$ cat config.mk
export PLATFORM = sky130hd
export DESIGN_NAME = ipv4_header_rewrite_checksum_core
export DESIGN_NICKNAME = d
export VERILOG_FILES = /design/src/design/ipv4hrc_pkg.sv /design/src/design/ipv4_header_rewrite_checksum_core.sv /design/src/design/ipv4hrc_dp.sv /design/src/design/ipv4hrc_ctrl.sv
export SDC_FILE = /design/constraint.sdc
export NUM_CORES = 1
export LEC_CHECK = 0
export BUFFER_PORTS_ARGS = -buffer_cell sky130_fd_sc_hd__buf_2
export CORE_ASPECT_RATIO = 1.75
export CORE_MARGIN = 2
export CORE_UTILIZATION = 25
export CTS_CLUSTER_DIAMETER = 40
export DETAILED_ROUTE_END_ITERATION = 10
export GPL_ROUTABILITY_DRIVEN = 0
export GPL_TIMING_DRIVEN = 0
export PLACE_DENSITY_LB_ADDON = 0.15
export SYNTH_ARGS = -nofsm -noshare
export SYNTH_HDL_FRONTEND = slang
export SYNTH_HIERARCHICAL = 1
export SYNTH_SLANG_ARGS = --single-unit
$ cat constraint.sdc
create_clock -name clk -period 7.4 [get_ports clk]
set_input_delay 0.74 -clock clk [delete_from_list [all_inputs] [get_ports clk]]
set_output_delay 0.74 -clock clk [all_outputs]
set_load 0.02 [all_outputs]
$ cat src/design/ipv4hrc_pkg.sv
// ----------------------------------------------------------------------------
// ipv4hrc_pkg
// Shared constants and controller/datapath interface types for the IPv4
// header rewrite and checksum core.
// ----------------------------------------------------------------------------
package ipv4hrc_pkg;

    localparam int HDR_READ_BYTES = 24;
    localparam int HDR_OUT_BYTES  = 20;
    localparam int STORE_BYTES    = 10;
    localparam int ACC_W          = 20;

    localparam int POS_W   = $clog2(HDR_READ_BYTES);
    localparam int EMIT_W  = $clog2(HDR_OUT_BYTES);
    localparam int STORE_AW = $clog2(STORE_BYTES);

    localparam int LEN_W  = 16;
    localparam int ADDR_W = 32;

    localparam logic [POS_W-1:0] POS_LEN_HI = POS_W'(2);
    localparam logic [POS_W-1:0] POS_LEN_LO = POS_W'(3);

    localparam logic [EMIT_W-1:0] B_CSUM_HI = EMIT_W'(10);
    localparam logic [EMIT_W-1:0] B_CSUM_LO = EMIT_W'(11);
    localparam logic [EMIT_W-1:0] B_SRC_0   = EMIT_W'(12);
    localparam logic [EMIT_W-1:0] B_SRC_1   = EMIT_W'(13);
    localparam logic [EMIT_W-1:0] B_SRC_2   = EMIT_W'(14);
    localparam logic [EMIT_W-1:0] B_SRC_3   = EMIT_W'(15);
    localparam logic [EMIT_W-1:0] B_DST_0   = EMIT_W'(16);
    localparam logic [EMIT_W-1:0] B_DST_1   = EMIT_W'(17);
    localparam logic [EMIT_W-1:0] B_DST_2   = EMIT_W'(18);
    localparam logic [EMIT_W-1:0] B_DST_3   = EMIT_W'(19);

    typedef struct packed {
        logic hdr_take;
        logic skip_take;
        logic sum_step;
        logic fold;
        logic emit_load;
    } cmd_t;

    typedef struct packed {
        logic pos_last;
        logic sum_last;
        logic emit_last;
        logic remain_one;
        logic len_long;
    } sts_t;

endpackage

$ cat src/design/ipv4_header_rewrite_checksum_core.sv
// ----------------------------------------------------------------------------
// ipv4_header_rewrite_checksum_core
// Rewrites IPv4 source/destination addresses and regenerates the header
// checksum on a byte stream.
// ----------------------------------------------------------------------------
// Header and payload bytes are taken one per cycle while the core is ready for
// input. The replacement addresses are sampled with the first header byte.
// After the 24th header byte the core adds the four address words and folds
// the sum, then emits the 20 rewritten header bytes, one per cycle while the
// sink is ready, tlast on the final byte; input is held off until the last
// header byte is loaded. The next (total length - 24) bytes are consumed
// without output at one per cycle. The last header byte may still be waiting
// at the output while the core already takes the following bytes.
module ipv4_header_rewrite_checksum_core (
    input  logic        clk,
    input  logic        rst_n,
    input  logic        s_axis_tvalid,
    output logic        s_axis_tready,
    input  logic [71:0] s_axis_tdata,   // data_byte, new_source_address, new_dest_address
    output logic        m_axis_tvalid,
    input  logic        m_axis_tready,
    output logic [7:0]  m_axis_tdata,   // out_byte
    output logic        m_axis_tlast
);

    ipv4hrc_pkg::cmd_t cmd;
    ipv4hrc_pkg::sts_t sts;

    ipv4hrc_ctrl u_ctrl (
        .clk       (clk),
        .rst_n     (rst_n),
        .in_valid  (s_axis_tvalid),
        .in_ready  (s_axis_tready),
        .out_valid (m_axis_tvalid),
        .out_ready (m_axis_tready),
        .sts       (sts),
        .cmd       (cmd)
    );

    ipv4hrc_dp u_dp (
        .clk      (clk),
        .rst_n    (rst_n),
        .cmd      (cmd),
        .sts      (sts),
        .in_byte  (s_axis_tdata[7:0]),
        .in_src   (s_axis_tdata[39:8]),
        .in_dst   (s_axis_tdata[71:40]),
        .out_byte (m_axis_tdata),
        .out_last (m_axis_tlast)
    );

    a_take_needs_xfer: assert property (@(posedge clk) disable iff (!rst_n)
        (cmd.hdr_take || cmd.skip_take) |-> (s_axis_tvalid && s_axis_tready))
        else $error("input consumed without a transaction");

    a_one_cmd: assert property (@(posedge clk) disable iff (!rst_n)
        $onehot0({cmd.hdr_take, cmd.skip_take, cmd.sum_step, cmd.fold, cmd.emit_load}))
        else $error("more than one datapath command at once");

    a_emit_ends: assert property (@(posedge clk) disable iff (!rst_n)
        (cmd.emit_load && sts.emit_last) |=> !cmd.emit_load)
        else $error("header byte loaded after the last one");

    a_no_input_while_emitting: assert property (@(posedge clk) disable iff (!rst_n)
        cmd.emit_load |-> !s_axis_tready)
        else $error("input ready during header emission");

endmodule

$ cat src/design/ipv4hrc_dp.sv
// ----------------------------------------------------------------------------
// ipv4hrc_dp
// Datapath: header byte store, length capture, running ones-complement sum,
// checksum fold, payload skip counter and the output byte register.
// ----------------------------------------------------------------------------
module ipv4hrc_dp (
    input  logic                   clk,
    input  logic                   rst_n,
    input  ipv4hrc_pkg::cmd_t      cmd,
    output ipv4hrc_pkg::sts_t      sts,
    input  logic [7:0]             in_byte,
    input  logic [31:0]            in_src,
    input  logic [31:0]            in_dst,
    output logic [7:0]             out_byte,
    output logic                   out_last
);

    logic [7:0]                       hdr_reg [ipv4hrc_pkg::STORE_BYTES];
    logic [ipv4hrc_pkg::POS_W-1:0]    pos_reg;
    logic [1:0]                       sum_idx_reg;
    logic [ipv4hrc_pkg::EMIT_W-1:0]   emit_idx_reg;
    logic [ipv4hrc_pkg::LEN_W-1:0]    remain_reg;
    logic [ipv4hrc_pkg::LEN_W-1:0]    len_reg;
    logic [ipv4hrc_pkg::ADDR_W-1:0]   src_reg;
    logic [ipv4hrc_pkg::ADDR_W-1:0]   dst_reg;
    logic [ipv4hrc_pkg::ACC_W-1:0]    acc_reg;
    logic [15:0]                      csum_reg;
    logic [7:0]                       out_byte_reg;
    logic                             out_last_reg;

    logic                             pos_in_store;
    logic [ipv4hrc_pkg::STORE_AW-1:0] prev_idx;
    logic [15:0]                      addr_word;
    logic [16:0]                      fold1;
    logic [15:0]                      fold2;
    logic [7:0]                       emit_byte_next;

    assign pos_in_store = pos_reg < ipv4hrc_pkg::POS_W'(ipv4hrc_pkg::STORE_BYTES);
    assign prev_idx     = pos_reg[ipv4hrc_pkg::STORE_AW-1:0] - ipv4hrc_pkg::STORE_AW'(1);

    always_comb
    begin
        unique case (sum_idx_reg)
            2'd0:    addr_word = src_reg[31:16];
            2'd1:    addr_word = src_reg[15:0];
            2'd2:    addr_word = dst_reg[31:16];
            default: addr_word = dst_reg[15:0];
        endcase
    end

    assign fold1 = 17'(acc_reg[15:0]) + 17'(acc_reg[ipv4hrc_pkg::ACC_W-1:16]);
    assign fold2 = fold1[15:0] + 16'(fold1[16]);

    always_comb
    begin
        unique case (emit_idx_reg)
            ipv4hrc_pkg::B_CSUM_HI: emit_byte_next = csum_reg[15:8];
            ipv4hrc_pkg::B_CSUM_LO: emit_byte_next = csum_reg[7:0];
            ipv4hrc_pkg::B_SRC_0:   emit_byte_next = src_reg[31:24];
            ipv4hrc_pkg::B_SRC_1:   emit_byte_next = src_reg[23:16];
            ipv4hrc_pkg::B_SRC_2:   emit_byte_next = src_reg[15:8];
            ipv4hrc_pkg::B_SRC_3:   emit_byte_next = src_reg[7:0];
            ipv4hrc_pkg::B_DST_0:   emit_byte_next = dst_reg[31:24];
            ipv4hrc_pkg::B_DST_1:   emit_byte_next = dst_reg[23:16];
            ipv4hrc_pkg::B_DST_2:   emit_byte_next = dst_reg[15:8];
            ipv4hrc_pkg::B_DST_3:   emit_byte_next = dst_reg[7:0];
            default:
            begin
                if (emit_idx_reg < ipv4hrc_pkg::EMIT_W'(ipv4hrc_pkg::STORE_BYTES))
                    emit_byte_next = hdr_reg[emit_idx_reg[ipv4hrc_pkg::STORE_AW-1:0]];
                else
                    emit_byte_next = '0;
            end
        endcase
    end

    // control counters
    always_ff @(posedge clk or negedge rst_n)
    begin
        if (!rst_n)
        begin
            pos_reg      <= '0;
            sum_idx_reg  <= '0;
            emit_idx_reg <= '0;
            remain_reg   <= '0;
        end
        else
        begin
            if (cmd.hdr_take)
            begin
                if (sts.pos_last)
                    pos_reg <= '0;
                else
                    pos_reg <= pos_reg + ipv4hrc_pkg::POS_W'(1);
            end
            if (cmd.sum_step)
                sum_idx_reg <= sum_idx_reg + 2'd1;
            if (cmd.emit_load)
            begin
                if (sts.emit_last)
                    emit_idx_reg <= '0;
                else
                    emit_idx_reg <= emit_idx_reg + ipv4hrc_pkg::EMIT_W'(1);
            end
            if (cmd.fold)
                remain_reg <= len_reg - ipv4hrc_pkg::LEN_W'(ipv4hrc_pkg::HDR_READ_BYTES);
            else if (cmd.skip_take)
                remain_reg <= remain_reg - ipv4hrc_pkg::LEN_W'(1);
        end
    end

    // payload registers
    always_ff @(posedge clk)
    begin
        if (cmd.hdr_take)
        begin
            if (pos_reg == '0)
            begin
                src_reg <= in_src;
                dst_reg <= in_dst;
                acc_reg <= '0;
            end
            else if (pos_in_store && pos_reg[0])
                acc_reg <= acc_reg + ipv4hrc_pkg::ACC_W'({hdr_reg[prev_idx], in_byte});
            if (pos_in_store)
                hdr_reg[pos_reg[ipv4hrc_pkg::STORE_AW-1:0]] <= in_byte;
            if (pos_reg == ipv4hrc_pkg::POS_LEN_HI)
                len_reg[15:8] <= in_byte;
            if (pos_reg == ipv4hrc_pkg::POS_LEN_LO)
                len_reg[7:0] <= in_byte;
        end
        if (cmd.sum_step)
            acc_reg <= acc_reg + ipv4hrc_pkg::ACC_W'(addr_word);
        if (cmd.fold)
            csum_reg <= ~fold2;
        if (cmd.emit_load)
        begin
            out_byte_reg <= emit_byte_next;
            out_last_reg <= sts.emit_last;
        end
    end

    assign sts.pos_last   = pos_reg == ipv4hrc_pkg::POS_W'(ipv4hrc_pkg::HDR_READ_BYTES - 1);
    assign sts.sum_last   = sum_idx_reg == 2'd3;
    assign sts.emit_last  = emit_idx_reg == ipv4hrc_pkg::EMIT_W'(ipv4hrc_pkg::HDR_OUT_BYTES - 1);
    assign sts.remain_one = remain_reg == ipv4hrc_pkg::LEN_W'(1);
    assign sts.len_long   = len_reg > ipv4hrc_pkg::LEN_W'(ipv4hrc_pkg::HDR_READ_BYTES);

    assign out_byte = out_byte_reg;
    assign out_last = out_last_reg;

endmodule

$ cat src/design/ipv4hrc_ctrl.sv
// ----------------------------------------------------------------------------
// ipv4hrc_ctrl
// Controller: sequences header capture, address word summing, checksum fold,
// header emission and payload skipping.
// ----------------------------------------------------------------------------
module ipv4hrc_ctrl (
    input  logic              clk,
    input  logic              rst_n,
    input  logic              in_valid,
    output logic              in_ready,
    output logic              out_valid,
    input  logic              out_ready,
    input  ipv4hrc_pkg::sts_t sts,
    output ipv4hrc_pkg::cmd_t cmd
);

    typedef enum logic [2:0] {
        S_HDR,
        S_SUM,
        S_FOLD,
        S_EMIT,
        S_SKIP
    } state_t;

    state_t state_reg;
    state_t state_next;
    logic   out_valid_reg;
    logic   out_valid_next;
    logic   in_xfer;
    logic   out_free;

    assign in_ready = (state_reg == S_HDR) || (state_reg == S_SKIP);
    assign in_xfer  = in_valid && in_ready;
    assign out_free = !out_valid_reg || out_ready;

    always_comb
    begin
        cmd            = '0;
        state_next     = state_reg;
        out_valid_next = out_valid_reg && !out_ready;
        unique case (state_reg)
            S_HDR:
            begin
                cmd.hdr_take = in_xfer;
                if (in_xfer && sts.pos_last)
                    state_next = S_SUM;
            end
            S_SUM:
            begin
                cmd.sum_step = 1'b1;
                if (sts.sum_last)
                    state_next = S_FOLD;
            end
            S_FOLD:
            begin
                cmd.fold   = 1'b1;
                state_next = S_EMIT;
            end
            S_EMIT:
            begin
                if (out_free)
                begin
                    cmd.emit_load  = 1'b1;
                    out_valid_next = 1'b1;
                    if (sts.emit_last)
                        state_next = sts.len_long ? S_SKIP : S_HDR;
                end
            end
            S_SKIP:
            begin
                cmd.skip_take = in_xfer;
                if (in_xfer && sts.remain_one)
                    state_next = S_HDR;
            end
            default:
            begin
                state_next = S_HDR;
            end
        endcase
    end

    always_ff @(posedge clk or negedge rst_n)
    begin
        if (!rst_n)
        begin
            state_reg     <= S_HDR;
            out_valid_reg <= 1'b0;
        end
        else
        begin
            state_reg     <= state_next;
            out_valid_reg <= out_valid_next;
        end
    end

    assign out_valid = out_valid_reg;

endmodule

==> results.sh <==
export IMPL_synth_top_cell_area_share_pct=47.6
export IMPL_cts_clk_slew_worst_paths_ps=50
export IMPL_p_leak_nw=5.55
export IMPL_syn_nets=1169
export IMPL_relSlewSlack_pct=21.5
export IMPL_yosys_top_cells_area="edfxtp_1, dfrtp_1, mux4_2"
export IMPL_wl_per_cell_um=23.2
export IMPL_wirelength_um=43400
export IMPL_dp_slack_ps=824
export IMPL_final_cells=1868
export IMPL_ys_seq_area_share_pct=53.8
export IMPL_synthArstFlopShare_pct=13.5
export IMPL_areaGrowthSynthToFinish_pct=20.9
export IMPL_grt_max_degree=33
export IMPL_drtPass1Iterations=7
export IMPL_coreArea_um2=51300
export IMPL_powerDensity_nw_per_um2=505
export IMPL_ys_types=79
export IMPL_drc=0
export IMPL_die_h_um=305
export IMPL_worst_slack_ps=897
export IMPL_cp_data_arrival_time_ps=6770
export IMPL_worst_path_max_delay_cell="buf_1"
export IMPL_cts_max_level=2
export IMPL_ant_nets=0
export IMPL_cts_buffers=36
export IMPL_dp_hpwl_um=33800
export IMPL_cts_sinks=237
export IMPL_post_cts_repair_setup_buffers=0
export IMPL_worstMarginPinSlew_ps=1170
export IMPL_syn_area_um2=12900
export IMPL_ys_flop_type="edfxtp_1"
export IMPL_vdd_drop_max_v=0.000249
export IMPL_synth_most_common_cell="edfxtp_1"
export IMPL_grt_overflow=0
export IMPL_ys_warn_count=6
export IMPL_antenna_found_initial=0
export IMPL_drive_above_1_share_pct=19.3
export IMPL_yosysTopAreaCell="edfxtp_1"
export IMPL_postCtsHoldBufs=0
export IMPL_period_minus_slack_ps=6500
export IMPL_rsz0062_at_grt="false"
export IMPL_cts_tree="built"
export IMPL_die_area_um2=53700
export IMPL_synth_area_per_cell_um2=12.5
export IMPL_finalCritPeriodShare_pct=87.9
export IMPL_drt_iter0_drc=619
export IMPL_critPathMaxFanout=10
export IMPL_synth_edf_count=205
export IMPL_largest_reg_flops=80
export IMPL_cts_max_path_buffers=3
export IMPL_worstHoldPathType="in -> async"
export IMPL_cp_required_ps=7660
export IMPL_clock_skew_ps=35.4
export IMPL_final_nets=1302
export IMPL_start_util_pct=25.2
export IMPL_grt_pass1_vias=9711
export IMPL_cp_start_kind="flip-flop"
export IMPL_p_total_w=0.00790
export IMPL_ys_ff_latch=237
export IMPL_std_cell_rows=110
export IMPL_grtUsageTotal_pct=16.1
export IMPL_cp_end_kind="flip-flop"
export IMPL_synth_cells=1035
export IMPL_avgViaCountPerCell=4.92
export IMPL_grt_pass1_wl_um=62900
export IMPL_io_pins=87
export IMPL_vias=9189
export IMPL_fin_util_pct=30.5
export IMPL_portBuffers=86
export IMPL_clock_latency_ps=550
export IMPL_synthTopCellsByCount="edfxtp_1, nand2_1, ha_1"
export IMPL_n_antenna_cell=0
export IMPL_cpPeakStageDelay_ps=620
export IMPL_cts_root_buf="clkbuf_16"
export IMPL_drv_cap=0
export IMPL_critPathKind="reg -> reg"
export IMPL_max_freq_mhz=154
export IMPL_cts_resized=0
export IMPL_final_hold_viol_count=0
export IMPL_place_inst=1801
export IMPL_die_w_um=176
export IMPL_status="finished, final reports clean"
export IMPL_finalSetupViolations=0
export IMPL_crit_chain="buf_2 > clkbuf_1 > buf_1 > inv_1 > ha_1 > clkbuf_1 > buf_1 > mux4_2 > mux2i_1 > a21oi_1 > ha_1 > nand2_1 > nor2_1 > a31o_2 > nor3_2 > o31ai_2 > a31oi_1 > o22ai_1 > a22o_1"
export IMPL_drv_slew=0
area by class of cell:
type,count,area (µm²)
inverter,39,146
fill,5218,35700
clock buffer,39,933
sequential,237,6960
buffer,48,189
clock inverter,27,379
tap,672,841
multi-input combinational,711,5680
timing repair buffer,95,526
per-layer routing:
layer	vias up	track usage [%]	share of wire (%)
met3	70	1.92	3.1
met4	0	7.42	4.6
met2	207	33.6	59
met5	-	0	0
met1	4602	14.9	33
li1	4310	-	-
power by group:
group	switching (W)	leakage [nW]	internal [W]
Combinational	0.00246	2.69	0.00158
Clock	0.000681	0.624	0.00117
Sequential	0.000213	2.24	0.00179
cells in the final DEF (no fill, tap or decap), types with 10 or more instances in the layout:
cell	count
a211oi_1	17
a21o_1	13
a21oi_1	40
a222oi_1	16
a22oi_1	32
and3_1	10
buf_1	10
buf_2	93
clkbuf_1	33
clkbuf_16	37
dfrtp_1	32
edfxtp_1	205
ha_1	55
inv_1	38
mux2i_1	34
mux4_2	32
nand2_1	78
nand2b_1	10
nand3_1	11
nand4_1	12
nor2_1	46
nor2b_1	16
nor3_1	24
o211ai_1	13
o21ai_0	39
o22ai_1	10
xnor2_1	39
xor2_1	34
kinds of logic (layout without fill, tap and decap cells):
group	after synthesis	after routing	synth area share, %
muxes	74	74	8.89
buffers and inverters	87	248	2.59
adders and majority gates	58	58	5.78
DFF	237	237	53.8
and+or+nand+nor	264	264	10.8
xor gates and xnor gates	73	73	4.94
AOI/OAI and AO/OA	242	242	13.3
worst max-delay path: cells and delay by family (launching register included):
family                     cells  cell delay [ps]
DFF                            1              370
and+or+nand+nor                3              400
AOI/OAI and AO/OA              6             1570
muxes                          2              640
buffers and inverters          6             2520
adders and majority gates      2              680
metrics by stage:
stage	TNS [ps]	hold slack, ps	instance area, µm²
final	0	316	15700
after global routing	0	346	15700
after CTS	0	326	15600
after detailed placement	0	489	14300
after global placement	-148430	485	14200
after floorplan	0	444	12900
final timing paths:
kind | start | end | slack [ps] | depth (start not counted)
min | rst_n | u_dp/remain_reg[11] | 320 | 1
max reg2reg | u_dp/pos_reg[0] | u_dp/acc_reg[17] | 900 | 19
max | u_dp/pos_reg[0] | u_dp/acc_reg[17] | 900 | 19
min reg2reg | u_dp/len_reg[1] | u_dp/remain_reg[1] | 510 | 2
max in group asynchronous | rst_n | u_dp/emit_idx_reg[0] | 6520 | 1
min in group clk | s_axis_tdata[9] | u_dp/src_reg[1] | 360 | 1
No activity file was read; power rests on OpenSTA's default activity.
